### src/hw/rtl/bdq_pkg.sv
// ----------------------------------------------------------------------------
// bdq_pkg
// Shared codes and types for the bounded deque with positional access.
// ----------------------------------------------------------------------------
package bdq_pkg;

    localparam int ACTION_W = 3;
    localparam int WORD_W   = 32;
    localparam int POS_W    = 4;
    localparam int STATUS_W = 2;
    localparam int COUNT_W  = 5;

    localparam logic [ACTION_W-1:0] ACT_PUSH_FRONT = 3'd0;
    localparam logic [ACTION_W-1:0] ACT_PUSH_BACK  = 3'd1;
    localparam logic [ACTION_W-1:0] ACT_POP_FRONT  = 3'd2;
    localparam logic [ACTION_W-1:0] ACT_POP_BACK   = 3'd3;
    localparam logic [ACTION_W-1:0] ACT_REMOVE     = 3'd4;
    localparam logic [ACTION_W-1:0] ACT_READ       = 3'd5;

    localparam logic [STATUS_W-1:0] STAT_OK     = 2'd0;
    localparam logic [STATUS_W-1:0] STAT_EMPTY  = 2'd1;
    localparam logic [STATUS_W-1:0] STAT_FULL   = 2'd2;
    localparam logic [STATUS_W-1:0] STAT_BADPOS = 2'd3;

    typedef struct packed {
        logic wr_en;
        logic rd_en;
    } bdq_mem_ctl_t;

endpackage

### src/hw/rtl/bounded_deque_with_positional_access_top.sv
// Push writes its slot in the execute state; pop, read and remove read the slot there and return
// the word from the read state, and a remove then moves each later element down one place.
// One word in flight; the next is taken once the result word has been taken.
// The remove shift works one element at a time: the one slot adder addresses the read, then the write.
// Reset clears the state, the front pointer, the count and the result valid flag; stored words are not cleared.
// ----------------------------------------------------------------------------
// bounded_deque_with_positional_access_top
// Ring-buffer deque with a small sequencer driving one shared slot adder.
// ----------------------------------------------------------------------------
module bounded_deque_with_positional_access_top #(
    parameter int CAPACITY   = 16,
    parameter int DATA_WIDTH = 32
) (
    input  logic                            clk,
    input  logic                            rst_n,
    input  logic                            req_valid,
    output logic                            req_ready,
    input  logic [bdq_pkg::ACTION_W-1:0]    action,
    input  logic [bdq_pkg::WORD_W-1:0]      write_data,
    input  logic [bdq_pkg::POS_W-1:0]       position,
    output logic                            rsp_valid,
    input  logic                            rsp_ready,
    output logic [bdq_pkg::WORD_W-1:0]      read_data,
    output logic [bdq_pkg::STATUS_W-1:0]    status,
    output logic [bdq_pkg::COUNT_W-1:0]     element_count
);
    import bdq_pkg::*;

    localparam int AW   = $clog2(CAPACITY);
    localparam int CW   = $clog2(CAPACITY + 1);
    localparam int CMPW = (CW > POS_W) ? CW : POS_W;

    localparam logic [2:0] S_IDLE  = 3'd0;
    localparam logic [2:0] S_EXEC  = 3'd1;
    localparam logic [2:0] S_READ  = 3'd2;
    localparam logic [2:0] S_SH_RD = 3'd3;
    localparam logic [2:0] S_SH_WR = 3'd4;

    logic [2:0]            state_reg,     state_next;
    logic [AW-1:0]         front_reg,     front_next;
    logic [CW-1:0]         count_reg,     count_next;
    logic [AW-1:0]         k_reg,         k_next;
    logic                  rsp_valid_reg, rsp_valid_next;
    logic [WORD_W-1:0]     rdata_reg,     rdata_next;
    logic [STATUS_W-1:0]   status_reg,    status_next;

    logic [ACTION_W-1:0]   act_reg;
    logic [DATA_WIDTH-1:0] wdata_reg;
    logic [POS_W-1:0]      pos_reg;

    logic [AW-1:0]         offset;
    logic [AW-1:0]         slot;
    bdq_mem_ctl_t          mem_ctl;
    logic [DATA_WIDTH-1:0] mem_wdata;
    logic [DATA_WIDTH-1:0] mem_rdata;
    logic [63:0]           rd_wide;
    logic [WORD_W-1:0]     rd_word;
    logic                  is_full;
    logic                  is_empty;
    logic                  pos_bad;
    logic                  accept;

    bdq_slot_unit #(
        .CAPACITY (CAPACITY),
        .AW       (AW)
    ) u_slot (
        .base   (front_reg),
        .offset (offset),
        .slot   (slot)
    );

    bdq_store #(
        .DEPTH (CAPACITY),
        .AW    (AW),
        .DW    (DATA_WIDTH)
    ) u_store (
        .clk   (clk),
        .ctl   (mem_ctl),
        .waddr (slot),
        .wdata (mem_wdata),
        .raddr (slot),
        .rdata (mem_rdata)
    );

    assign req_ready     = (state_reg == S_IDLE) && !rsp_valid_reg;
    assign accept        = req_valid && req_ready;
    assign rsp_valid     = rsp_valid_reg;
    assign read_data     = rdata_reg;
    assign status        = status_reg;
    assign element_count = COUNT_W'(count_reg);

    assign rd_wide  = 64'(mem_rdata);
    assign rd_word  = rd_wide[WORD_W-1:0];
    assign is_full  = (count_reg == CW'(CAPACITY));
    assign is_empty = (count_reg == '0);
    assign pos_bad  = (CMPW'(pos_reg) >= CMPW'(count_reg));

    always_comb
    begin
        state_next     = state_reg;
        front_next     = front_reg;
        count_next     = count_reg;
        k_next         = k_reg;
        rsp_valid_next = rsp_valid_reg && !rsp_ready;
        rdata_next     = rdata_reg;
        status_next    = status_reg;
        offset         = '0;
        mem_ctl        = '0;
        mem_wdata      = wdata_reg;

        case (state_reg)
            S_IDLE:
            begin
                if (accept)
                begin
                    state_next = S_EXEC;
                end
            end
            S_EXEC:
            begin
                rdata_next  = '0;
                status_next = STAT_OK;
                case (act_reg)
                    ACT_PUSH_FRONT, ACT_PUSH_BACK:
                    begin
                        offset = (act_reg == ACT_PUSH_FRONT) ? AW'(CAPACITY - 1)
                                                             : count_reg[AW-1:0];
                        state_next     = S_IDLE;
                        rsp_valid_next = 1'b1;
                        if (is_full)
                        begin
                            status_next = STAT_FULL;
                        end
                        else
                        begin
                            mem_ctl.wr_en = 1'b1;
                            count_next    = count_reg + CW'(1);
                            if (act_reg == ACT_PUSH_FRONT)
                            begin
                                front_next = slot;
                            end
                        end
                    end
                    ACT_POP_FRONT, ACT_POP_BACK:
                    begin
                        offset = (act_reg == ACT_POP_BACK) ? AW'(count_reg - CW'(1)) : '0;
                        if (is_empty)
                        begin
                            status_next    = STAT_EMPTY;
                            state_next     = S_IDLE;
                            rsp_valid_next = 1'b1;
                        end
                        else
                        begin
                            mem_ctl.rd_en = 1'b1;
                            state_next    = S_READ;
                        end
                    end
                    ACT_REMOVE, ACT_READ:
                    begin
                        offset = AW'(pos_reg);
                        k_next = AW'(pos_reg);
                        if (pos_bad)
                        begin
                            status_next    = STAT_BADPOS;
                            state_next     = S_IDLE;
                            rsp_valid_next = 1'b1;
                        end
                        else
                        begin
                            mem_ctl.rd_en = 1'b1;
                            state_next    = S_READ;
                        end
                    end
                    default:
                    begin
                        state_next     = S_IDLE;
                        rsp_valid_next = 1'b1;
                    end
                endcase
            end
            S_READ:
            begin
                rdata_next = rd_word;
                if (act_reg == ACT_POP_FRONT)
                begin
                    offset     = AW'(1);
                    front_next = slot;
                end
                if ((act_reg == ACT_REMOVE) && ((CW'(k_reg) + CW'(1)) < count_reg))
                begin
                    state_next = S_SH_RD;
                end
                else
                begin
                    if (act_reg != ACT_READ)
                    begin
                        count_next = count_reg - CW'(1);
                    end
                    state_next     = S_IDLE;
                    rsp_valid_next = 1'b1;
                end
            end
            S_SH_RD:
            begin
                offset        = k_reg + AW'(1);
                mem_ctl.rd_en = 1'b1;
                state_next    = S_SH_WR;
            end
            S_SH_WR:
            begin
                offset        = k_reg;
                mem_ctl.wr_en = 1'b1;
                mem_wdata     = mem_rdata;
                k_next        = k_reg + AW'(1);
                if ((CW'(k_reg) + CW'(2)) < count_reg)
                begin
                    state_next = S_SH_RD;
                end
                else
                begin
                    count_next     = count_reg - CW'(1);
                    state_next     = S_IDLE;
                    rsp_valid_next = 1'b1;
                end
            end
            default:
            begin
                state_next = S_IDLE;
            end
        endcase
    end

    always_ff @(posedge clk or negedge rst_n)
    begin
        if (!rst_n)
        begin
            state_reg     <= S_IDLE;
            front_reg     <= '0;
            count_reg     <= '0;
            rsp_valid_reg <= 1'b0;
        end
        else
        begin
            state_reg     <= state_next;
            front_reg     <= front_next;
            count_reg     <= count_next;
            rsp_valid_reg <= rsp_valid_next;
        end
    end

    always_ff @(posedge clk)
    begin
        k_reg      <= k_next;
        rdata_reg  <= rdata_next;
        status_reg <= status_next;
        if (accept)
        begin
            act_reg   <= action;
            wdata_reg <= DATA_WIDTH'(write_data);
            pos_reg   <= position;
        end
    end

`ifndef SYNTHESIS
    a_count_bound: assert property (@(posedge clk) disable iff (!rst_n)
        count_reg <= CW'(CAPACITY))
        else $error("element count above capacity");

    a_full_count: assert property (@(posedge clk) disable iff (!rst_n)
        (rsp_valid_reg && (status_reg == STAT_FULL)) |-> is_full)
        else $error("full status while not full");

    a_empty_count: assert property (@(posedge clk) disable iff (!rst_n)
        (rsp_valid_reg && (status_reg == STAT_EMPTY)) |-> is_empty)
        else $error("empty status while not empty");

    a_rsp_from_work: assert property (@(posedge clk) disable iff (!rst_n)
        $rose(rsp_valid_reg) |-> ($past(state_reg) != S_IDLE))
        else $error("result word raised without a request in progress");
`endif

endmodule

### src/hw/rtl/bdq_slot_unit.sv
// ----------------------------------------------------------------------------
// bdq_slot_unit
// Shared modular adder: maps a base slot plus an offset onto the ring.
// ----------------------------------------------------------------------------
module bdq_slot_unit #(
    parameter int CAPACITY = 16,
    parameter int AW       = 4
) (
    input  logic [AW-1:0] base,
    input  logic [AW-1:0] offset,
    output logic [AW-1:0] slot
);

    logic [AW:0] sum;
    logic [AW:0] wrapped;

    assign sum     = {1'b0, base} + {1'b0, offset};
    assign wrapped = sum - (AW+1)'(CAPACITY);
    assign slot    = (sum >= (AW+1)'(CAPACITY)) ? wrapped[AW-1:0] : sum[AW-1:0];

endmodule

### src/hw/rtl/bdq_store.sv
// ----------------------------------------------------------------------------
// bdq_store
// Element memory: one write port, one read port with registered read data.
// ----------------------------------------------------------------------------
module bdq_store #(
    parameter int DEPTH = 16,
    parameter int AW    = 4,
    parameter int DW    = 32
) (
    input  logic                  clk,
    input  bdq_pkg::bdq_mem_ctl_t ctl,
    input  logic [AW-1:0]         waddr,
    input  logic [DW-1:0]         wdata,
    input  logic [AW-1:0]         raddr,
    output logic [DW-1:0]         rdata
);
    import bdq_pkg::*;

    logic [DW-1:0] mem [DEPTH];
    logic [DW-1:0] rdata_reg;

    always_ff @(posedge clk)
    begin
        if (ctl.wr_en)
        begin
            mem[waddr] <= wdata;
        end
    end

    always_ff @(posedge clk)
    begin
        if (ctl.rd_en)
        begin
            rdata_reg <= mem[raddr];
        end
    end

    assign rdata = rdata_reg;

endmodule

### config.mk
export PLATFORM = sky130hd
export DESIGN_NAME = bounded_deque_with_positional_access_top
export DESIGN_NICKNAME = d
export VERILOG_FILES = /design/src/hw/rtl/bdq_pkg.sv /design/src/hw/rtl/bounded_deque_with_positional_access_top.sv /design/src/hw/rtl/bdq_slot_unit.sv /design/src/hw/rtl/bdq_store.sv
export SDC_FILE = /design/constraint.sdc
export NUM_CORES = 1
export LEC_CHECK = 0
export BUFFER_PORTS_ARGS = -buffer_cell sky130_fd_sc_hd__buf_2
export CAP_MARGIN = 20
export CORE_ASPECT_RATIO = 1.25
export CORE_MARGIN = 2
export CORE_UTILIZATION = 64
export CTS_BUF_LIST = sky130_fd_sc_hd__clkbuf_8
export DETAILED_ROUTE_END_ITERATION = 10
export PLACE_DENSITY = 0.82
export SYNTH_ARGS = -nofsm -noshare
export SYNTH_HDL_FRONTEND = slang
export SYNTH_SLANG_ARGS = --single-unit
### constraint.sdc
create_clock -name clk -period 6.5 [get_ports clk]
set_input_delay 0.65 -clock clk [delete_from_list [all_inputs] [get_ports clk]]
set_output_delay 0.65 -clock clk [all_outputs]
set_load 0.1 [all_outputs]
### After elaboration in Yosys (flattened, before gate mapping)

Memory sizes are Yosys's and may differ from the RTL's. A register that Yosys moved wholly into a read port is not among the register bits.
Cells that the tools add are included.

| storage, ports and cells | value |
|---|---|
| memories | 1 |
| register bits after elaboration | 90 |
| bits in latches | 0 |
| RAM bits | 512 |
| ROM bits | 0 |
| input bits | 43 |
| word-level logic and storage cells | 107 |
| output and inout port bits | 41 |

Memory list:

| memory | depth | width | read ports | clocked after memory_dff | write ports | RTL line | source |
|---|---|---|---|---|---|---|---|
| u_store.mem | 16 | 32 | 1 | 1 | 1 | bdq_store.sv:19 | `logic [DW-1:0] mem [DEPTH];` |

| cells by class | value |
|---|---|
| add/sub/neg operators | 7 |
| multiply operators | 0 |
| reduce and logical (&&, ||, !) cells | 18 |
| multiplexer cells | 47 |
| order comparisons | 4 |
| equality and inequality tests | 20 |
| bitwise operators | 0 |
| shift-type cells | 0 |
| divide/modulo/power cells | 0 |

Operators with widths:

| kind | count |
|---|---|
| case mux 32 bit (2 select lines) | 1 |
| two-way mux 32 bit | 1 |
| two-way mux 4 bit | 8 |
| two-way mux 5 bit | 5 |
| case mux 4 bit (2 select lines) | 2 |
| case mux 4 bit (4 select lines) | 1 |
| case mux 3 bit (5 select lines) | 1 |
| case mux 5 bit (3 select lines) | 1 |
| != test 2 bit (second input constant) | 7 |
| equality test 3 x 2 -> 1 bit (second input constant) | 4 |
| two-way mux 1 bit | 12 |
| two-way mux 2 bit | 6 |
| case mux 4 bit (3 select lines) | 1 |
| < comparator 5 bit | 2 |
| equality test 3 bit (second input constant) | 3 |
| case mux 1 bit (2 select lines) | 4 |
| equality test 3 x 1 -> 1 bit (second input constant) | 2 |
| zero test 3 bit | 2 |
| case mux 2 bit (3 select lines) | 1 |
| AND reduction 6 bit | 1 |
| OR reduction 2 bit | 3 |
| adder 4 x 1 -> 5 bit (second input constant) | 1 |
| adder 4 x 2 -> 5 bit (second input constant) | 1 |
| adder 4 x 4 -> 5 bit | 1 |
| 19 further kinds | 25 |

### Depth between registers and ports, before layout

Gate-level depths: netlist of the first run.

| logic depth | value |
|---|---|
| word-level depth | 11 |
| depth in mapped cells | 16 |
| gate-level depth less buffers | 14 |

### Modules after synthesis

From an unflattened synthesis of the first run, not the netlist that was laid out.

| unflattened totals | value |
|---|---|
| cell total of the unflattened synthesis | 1249 |
| area, all modules | 24721.2 um^2 |

Modules (own cells, without submodules):

| module | area an instance (um^2) | times used | cells an instance | seq. area each (um^2) |
|---|---|---|---|---|
| bdq_store | 20155.6 | 1 | 838 | 16335.7 |
| bounded_deque_with_positional_access_top | 4465.5 | 1 | 402 | 2637.5 |
| bdq_slot_unit | 100.1 | 1 | 9 | 0.0 |

### Worst setup path before layout of the first run

OpenSTA, ideal clock, no wires.

| timing path | value |
|---|---|
| path kind | reg2reg |
| from | register count_reg[0], in the netlist element_count[0] |
| to | memory u_store.mem[3][0] (enable) |
| arrival time | 5.972 ns |
| clock period less this slack | 6.433 ns |
| path slack | 0.067 ns |
| stages on the path, launching flop included | 13 |
| data required time | 6.039 ns |
| path buffers | 3 |
| setup time | 0.461 ns |
| cells stage by stage | dfrtp_1 > inv_1 > ha_1 > nor2_1 > a21oi_1 > a21oi_1 > a221oi_1 > fa_1 > clkbuf_1 > clkbuf_1 > clkbuf_1 > or3b_2 > nor3_1 |

| between the ends | value |
|---|---|
| longest elaborated chain between the ends | 7 |
| elaborated cells between the ends (all ways) | 15 |
| classes of those cells | add/sub: 3; order compare: 1; eq/ne: 1; mux: 10 |

RTL lines:

| item | RTL line | source |
|---|---|---|
| start: declaration | bounded_deque_with_positional_access_top.sv:41 | `logic [CW-1:0] count_reg, count_next;` |
| start signal: assignment | bounded_deque_with_positional_access_top.sv:247 | `count_reg <= count_next;` |
| subtractor 5 x 1 -> 5 bit | n/a |  |
| two-way mux 4 bit | bounded_deque_with_positional_access_top.sv:146 | `offset = (act_reg == ACT_POP_BACK) ? AW'(count_reg - CW'(1)) : '0;` |
| case mux 4 bit (3 select lines) | bounded_deque_with_positional_access_top.sv:123 | `case (act_reg)` |
| case mux 4 bit (4 select lines) | bounded_deque_with_positional_access_top.sv:111 | `case (state_reg)` |
| adder 4 x 4 -> 5 bit | bdq_slot_unit.sv:17 | `assign sum = {1'b0, base} + {1'b0, offset};` |
| subtractor 4 x 1 -> 4 bit / greater-or-equal comparator 5 bit (equally long branches) | bdq_slot_unit.sv:18, bdq_slot_unit.sv:19 |  |
| two-way mux 4 bit | bdq_slot_unit.sv:19 | `assign slot = (sum >= (AW+1)'(CAPACITY)) ? wrapped[AW-1:0] : sum[AW-1:0];` |
| end: declaration | bdq_store.sv:19 |  |

Parallel ways exist; a longest one is shown, timed or not.

### Worst setup path after layout of the first run

| timing path | value |
|---|---|
| from | register act_reg[2] |
| to | register u_store.rdata_reg[4], in the netlist u_store.rdata[4], read port of u_store.mem, data pin |

| between the ends | value |
|---|---|
| longest elaborated chain between the ends | 7 |
| elaborated cells between the ends (all ways) | 20 |
| classes of those cells | add/sub: 2; order compare: 1; eq/ne: 5; mux: 8; reduce/logical: 4 |

RTL lines:

| item | RTL line | source |
|---|---|---|
| start: declaration | bounded_deque_with_positional_access_top.sv:47 | `logic [ACTION_W-1:0] act_reg;` |
| start signal: assignment | bounded_deque_with_positional_access_top.sv:259 | `act_reg <= action;` |
| equality test 3 x 2 -> 1 bit, or another cell as far along | bounded_deque_with_positional_access_top.sv:123, bounded_deque_with_positional_access_top.sv:146 |  |
| two-way mux 4 bit, or another cell as far along | bounded_deque_with_positional_access_top.sv:146 |  |
| case mux 4 bit (3 select lines) | bounded_deque_with_positional_access_top.sv:123 |  |
| case mux 4 bit (4 select lines) | bounded_deque_with_positional_access_top.sv:111 |  |
| adder 4 x 4 -> 5 bit | bdq_slot_unit.sv:17 |  |
| subtractor 4 x 1 -> 4 bit / greater-or-equal comparator 5 bit (equally long branches) | bdq_slot_unit.sv:18, bdq_slot_unit.sv:19 |  |
| two-way mux 4 bit | bdq_slot_unit.sv:19 |  |
| end: declaration | bdq_store.sv:20 | `logic [DW-1:0] rdata_reg;` |

Parallel ways exist; a longest one is shown, timed or not.
A chain may end at the register's enable or synchronous reset.

==> flow_summary.yaml, run 1 <==
status:
  status: "completed"
cts:
  clock_sinks: 634
  post_cts_resized: 0
  cts_tree: "done"
  numCtsBuffers: 90
  cts_max_path_buffers: 3
  cts_max_level: 3
  clk-insertion-delay-late_ns: 0.66
  clk_pin_slew_ns: 0.07
  cts-root-buf: "clkbuf_8"
power_and_ir_drop:
  p_leak_uw: 0.009588
  worst_ir_drop_vdd_uv: 254.5
  clockPowerShare_pct: 26.0
  p_sw_share_pct: 32.53
  switchingPower_uw: 3676
  pwr-share-seq_pct: 45.9
  internal_power_uw: 7623
  powerDensity_nw_per_um2: 403.2
  p_total_uw: 11300
  combPwrFrac_pct: 28.1
sta:
  setup_viol: 0
  tightest_slew_ns: 1.141
  layout_worst_path_cycle_share_pct: 79.65
  whs_ns: 0.1673
  period_minus_slack_ns: 5.177
  setup_slack_ns: 1.323
  clock.fmax_mhz: 193.2
  clock_skew_ns: 0.03431
  rsz0062_at_grt: "no"
  max_slew_margin_pct: 23.84
  finalMaxSlewViolations: 0
  finalHoldViolCount: 0
  tns_ns: 0
route:
  drtPass1Iterations: 5
  detail_route.vias_per_cell: 6.428
  antenna_left: 0
  drt-initial-drc-count: 1114
  route.met2.wl_mm: 28.26
  vias: 12710
  drc: 0
  wl_per_cell_um: 27.46
  dr_wl_met3_mm: 4.572
  routed_wl_mm: 54.31
  topRoutingLayerUsed: "met4"
  wirelength_met1_mm: 19.89
synth:
  synth_seq_cells: 634
  ys_seq_area_share_pct: 75.76
  synth_warnings: 0
  synthesis.area_sq_um: 25040
  synth_top_cells_by_area: "edfxtp_1, mux4_2, mux2i_1"
  synth_area_leader_cell: "edfxtp_1"
  syn_nets: 1318
  netlist.area_leader.share_pct: 74.46
  synth_edf_count: 621
  netlist_instances: 1250
  synth.distinct_cells: 52
  avgSynthCellArea_sq_um: 20.03
  synthArstFlopShare_pct: 2.050
  ys.flop_type: "edfxtp_1"
finish:
  final_cell_mix: "edfxtp_1, nand2_1, mux4_2, mux2i_1, clkbuf_8"
  antenna_cells: 0
  nets: 1477
  largest_register_ff_count: 512
  area_growth_pct: 11.89
  largest_register: "u_store.mem"
  multi_input_area_sq_um: 5876
  layout_commonest_cell: "edfxtp_1"
  seq_area_sq_um: 18970
  fillCellCount: 2182
  drive_gt1_share_pct: 26.55
floorplanning:
  die_area_sq_um: 40740
  die_width_um: 180.9
  core_sq_um: 38820
  rows: 81
  initial_core_util_pct: 64.52
  num_io_pins: 84
  die_h_um: 225.2
min_path:
  hp-class: "in2reg"
flow_run:
  cap_violations: 0
worst_setup_path:
  cp_top_family: "adder cells"
  critPathBufInv: 3
  path_cells: "inv_1 -> ha_1 -> nand4b_1 -> nor2_1 -> a21oi_1 -> a21oi_1 -> a221o_1 -> ha_4 -> inv_1 -> fa_4 -> buf_4 -> mux4_2 -> mux2i_1 -> mux2i_1"
  slowest_stage: "fa_4"
  path_max_fanout: 65
  critPathLaunchType: "register"
  cp_data_arrival_time_ns: 5.55
  max_stage_delay_ns: 1.44
  endpoint_kind: "register"
  path_class: "reg2reg"
  crit_required_ns: 6.87
placement:
  routabilityCongestion: 0.8925
  dp_worst_setup_slack_ns: 1.437
  portBuffers: 83
  dp_hpwl_mm: 29.23
global_route:
  overflow: 0
  grt_first_pass_wirelength_mm: 80.30
  grtUsageTotal_pct: 27.30
  grt_max_degree: 82
  antenna_found_initial: 0
  grt_pass1_vias: 13220
[power groups by stage]
| stage | clock (uW) | sequential, uW | combinational (uW) |
|---|---|---|---|
| after floorplan | 0 | 5880 | 1800 |
| after detailed placement | 0 | 5270 | 3150 |
| after CTS | 2990 | 5190 | 3170 |
| after global placement | 0 | 5250 | 3070 |
| after global routing | 3150 | 5210 | 3380 |
| final | 2940 | 5190 | 3170 |
[repair_timing]
action,CTS,global route
hold buffers,1,0
endpoints found under the hold margin,13,0
buffers inserted,0,0
[cell type report]
cell class	count	area share (%)
clock inverters	72	1.572
flip-flops and latches	634	67.71
clock buffers	91	4.470
inverters	16	0.2143
multi-input cells	542	20.97
well taps	498	2.224
repair buffers	125	2.836
[stage by stage]
step	cells	area, sq um	utilization (%)
after floorplan	1250	25040	-
after global placement	1810	26240	67.60
after detailed placement	1811	26250	67.62
after CTS	1975	27950	72.01
after global routing	1978	28020	72.19
final	1978	28020	72.19
[worst paths after layout]
path | slack, ns | endpoint | cells past startpoint | from
min in group asynchronous | 0.43 | element_count[3] | 2 | rst_n
hold reg to reg | 0.53 | front_reg[1] | 2 | front_reg[1]
setup / recovery | 1.32 | u_store.rdata[4] | 14 | act_reg[2]
hold / removal | 0.17 | wdata_reg[18] | 1 | write_data[18]
setup reg to reg | 1.32 | u_store.rdata[4] | 14 | act_reg[2]
max in group asynchronous | 5.80 | state_reg[2] | 2 | rst_n
[logic make-up (layout without fill, tap and decap cells)]
logic type | after synthesis | count (layout) | synth area share [%]
AO/OA/AOI/OAI | 52 | 52 | 1.394
XOR/XNOR | 13 | 13 | 0.5596
adder cells (fa/ha/maj) | 25 | 25 | 1.279
buffers and inverters | 74 | 304 | 1.289
flip-flops | 634 | 634 | 75.76
multiplexers | 226 | 226 | 15.43
AND/OR/NAND/NOR | 226 | 226 | 4.282
[cell usage after synthesis, types with 4 or more instances]
master and n:
a21o_1 7, buf_6 4, o21ai_0 15, edfxtp_1 621, buf_2 12, a21oi_1 11, nand2b_1 4, mux2i_1 97
nor2_1 11, nor2b_1 5, and3_1 6, mux4_2 128, and2_1 35, inv_1 16, nand2_1 131, dfrtp_1 13
xnor2_1 8, nor3_1 15, clkbuf_1 40, ha_1 24
[routing by layer]
layer	vias to the layer above	track usage (%)
li1	5337	-
met5	-	0
met2	682	45.59
met4	0	11.63
met3	117	5.688
met1	6578	35.40
Note: power is estimated with default switching activity, not from simulation.
==> inputs of run 2 (changes only) <==
ABC_AREA = 1   (was default)
clock period = 5 ns   (was 6.5 ns; I/O delays follow)
==> run 2 against run 1 <==
Cell count up 30%. Register-to-register slack got worse by 0.59 ns. Clock-buffer cell count up 6. Critical path depth rose by 2. Sequential power grew 33%. Core utilization is 0.43 points higher. Clock skew is 0.0051 ns higher. Largest power group is now combinational cells. Clock power up 24%. Wire length is 10% higher.
==> flow_summary.yaml, run 2 <==
global_route:
  grt-busiest-layer: "met2"
  grtUsageMet1_pct: 37.14
  antenna_found_initial: 0
  grt_pass1_vias: 16210
  overflow: 0
  grtUsageTotal_pct: 29.50
  grt_first_pass_wirelength_mm: 90.57
  grt_max_degree: 129
  gr-usage-met2_pct: 49.07
  grt_use_met3_pct: 5.204
worst_setup_path:
  crit_start: "element_count[0]"
  cp_top_family: "simple AND/OR/NAND/NOR gates"
  reg2reg_to: "u_store.mem[10][13]"
  r2r-start: "element_count[0]"
  endpoint: "u_store.mem[10][13]"
  cp_data_arrival_time_ns: 4.55
  critical_path_depth: 16
  path_cells: "inv_1 -> ha_1 -> xnor2_1 -> o22ai_1 -> o21ai_0 -> nand2_1 -> ha_1 -> a21oi_1 -> nand2_1 -> nand2_1 -> nand2_1 -> nand3_4 -> buf_4 -> nand3_1 -> nor2_4 -> buf_4"
  path_max_fanout: 20
  critPathMostFrequentCell: "nand2_1"
  critPathLaunchType: "register"
  endpoint_kind: "register"
  max_stage_delay_ns: 0.51
  reg2reg_slack_ns: 0.73
  path_class: "reg2reg"
  critPathBufInv: 3
  crit_required_ns: 5.28
  rr_worst_depth: 16
  slowest_stage: "dfrtp_1"
cts:
  clk-insertion-delay-late_ns: 0.67
  clock_sinks: 634
  cts_tree: "done"
  clk_pin_slew_ns: 0.06
  cts_max_level: 3
  post-cts-setup-buffers: 0
  numCtsBuffers: 89
  cts-root-buf: "clkbuf_8"
  cts_max_path_buffers: 3
sta:
  rsz0062_at_grt: "no"
  layout_worst_path_cycle_share_pct: 85.37
  tightest_slew_ns: 1.086
  setup_viol: 0
  clock_skew_ns: 0.03942
  finalHoldViolCount: 0
  setup_slack_ns: 0.7318
  finalMaxSlewViolations: 0
  clock.fmax_mhz: 234.3
  max_slew_margin_pct: 27.15
  tns_ns: 0
  period_minus_slack_ns: 4.268
finish:
  layout_commonest_cell: "edfxtp_1"
  nets: 2072
  final_cell_area_sq_um: 28180
  final_cells: 2571
  final_cell_mix: "edfxtp_1, nand2_1, a22oi_1, inv_1, clkbuf_8"
  area_growth_pct: 12.56
  largest_register: "u_store.mem"
  drive_gt1_share_pct: 15.69
  largest_register_ff_count: 512
placement:
  dp_hpwl_mm: 34.29
  placed_cell_area_sq_um: 26500
  routabilityCongestion: 0.9410
  dp_worst_setup_slack_ns: 0.8056
  portBuffers: 83
  placed_cells: 2405
floorplanning:
  initial_core_util_pct: 64.51
  core_sq_um: 38820
  num_io_pins: 84
  die_area_sq_um: 40730
  die_h_um: 225.2
  rows: 81
  die_width_um: 180.9
synth:
  ys.flop_type: "edfxtp_1"
  syn_nets: 1898
  synth_area_leader_cell: "edfxtp_1"
  synth_seq_cells: 634
  ys_seq_area_share_pct: 75.77
  yosysMostFrequentCell: "edfxtp_1"
  synth.distinct_cells: 42
  synthesis.area_sq_um: 25040
  avgSynthCellArea_sq_um: 13.68
  synthArstFlopShare_pct: 2.050
  synth_edf_count: 621
  synth_warnings: 0
  netlist_instances: 1830
  synth_top_cells_by_area: "edfxtp_1, nand2_1, a22oi_1"
  netlist.area_leader.share_pct: 74.47
  ys_top_cells_by_count: "edfxtp_1, nand2_1, a22oi_1"
power_and_ir_drop:
  internal_power_uw: 10480
  p_sw_share_pct: 40.53
  p_leak_uw: 0.01052
  switchingPower_uw: 7143
  p_total_uw: 17630
  combPwrFrac_pct: 40.1
  clockPowerShare_pct: 20.8
  powerDensity_nw_per_um2: 625.4
  pwr-share-seq_pct: 39.1
  worst_ir_drop_vdd_uv: 531.5
route:
  wl_per_cell_um: 23.30
  vias: 16230
  drtPass1Iterations: 5
  routed_wl_mm: 59.91
  drt-initial-drc-count: 2068
  antenna_left: 0
  drc: 0
  detail_route.vias_per_cell: 6.311
flow_run:
  cap_violations: 0
status:
  status: "completed"
min_path:
  hp-class: "in2reg"
  hp-start: "position[2]"
run 2: cells by family (layout without fill, tap and decap cells):
group / after synthesis / in the layout / synth area share, %
AO/OA/AOI/OAI: 304 / 304 / 8.060
XOR/XNOR: 8 / 8 / 0.3098
adder cells (fa/ha/maj): 25 / 25 / 1.279
buffers and inverters: 171 / 413 / 2.973
flip-flops: 634 / 634 / 75.77
other: 0 / 1 / 0
AND/OR/NAND/NOR: 688 / 688 / 11.61
run 2: how the worst min path moves through the flow:
stage                       end  slack (ns)  cells past startpoint
2_1_floorplan  element_count[0]        0.20                      0
3_3_place_gp       state_reg[0]        0.41                      1
3_5_place_dp       state_reg[0]        0.42                      1
4_1_cts           wdata_reg[17]       0.004                      1
5_1_grt            wdata_reg[9]        0.02                      1
6_report             pos_reg[2]        0.03                      1
run 2: through the flow:
step                      utilization (%)  hold slack, ns
final                               72.61         0.02940
after global routing                72.60         0.01635
after CTS                           72.53        0.004449
after detailed placement            68.27          0.4177
after global placement              68.25          0.4148
after floorplan                         -          0.2044
run 2: cell type report:
class / instances / area, sq um
Sequential cell: 634 / 18970
Fill cell: 2233 / 10630
Multi-Input combinational cell: 1025 / 5480
Clock buffer: 97 / 1335
Timing Repair Buffer: 173 / 1184
Tap cell: 498 / 623.1
Inverter: 81 / 307.8
Clock inverter: 62 / 279.0
Antenna cell: 1 / 2.502
run 2: power by group through the flow:
stage / sequential, uW / combinational [uW] / clock [uW]
global route: 6920 / 7620 / 3910
CTS: 6890 / 6980 / 3700
detailed placement: 7000 / 6910 / 0
global placement: 6980 / 6680 / 0
finish: 6890 / 7070 / 3660
floorplan: 7930 / 4040 / 0
run 2: routing by layer:
layer / up-vias / part of all wire (%)
li1: 7043 / -
met1: 7792 / 34
met2: 1168 / 51
met3: 223 / 10
met4: 0 / 4.7
met5: - / 0
run 2: repair_timing:
action	4_1_cts	5_1_grt
hold buffers	4	0
endpoints found under the hold margin	16	0
resized for setup	0	0
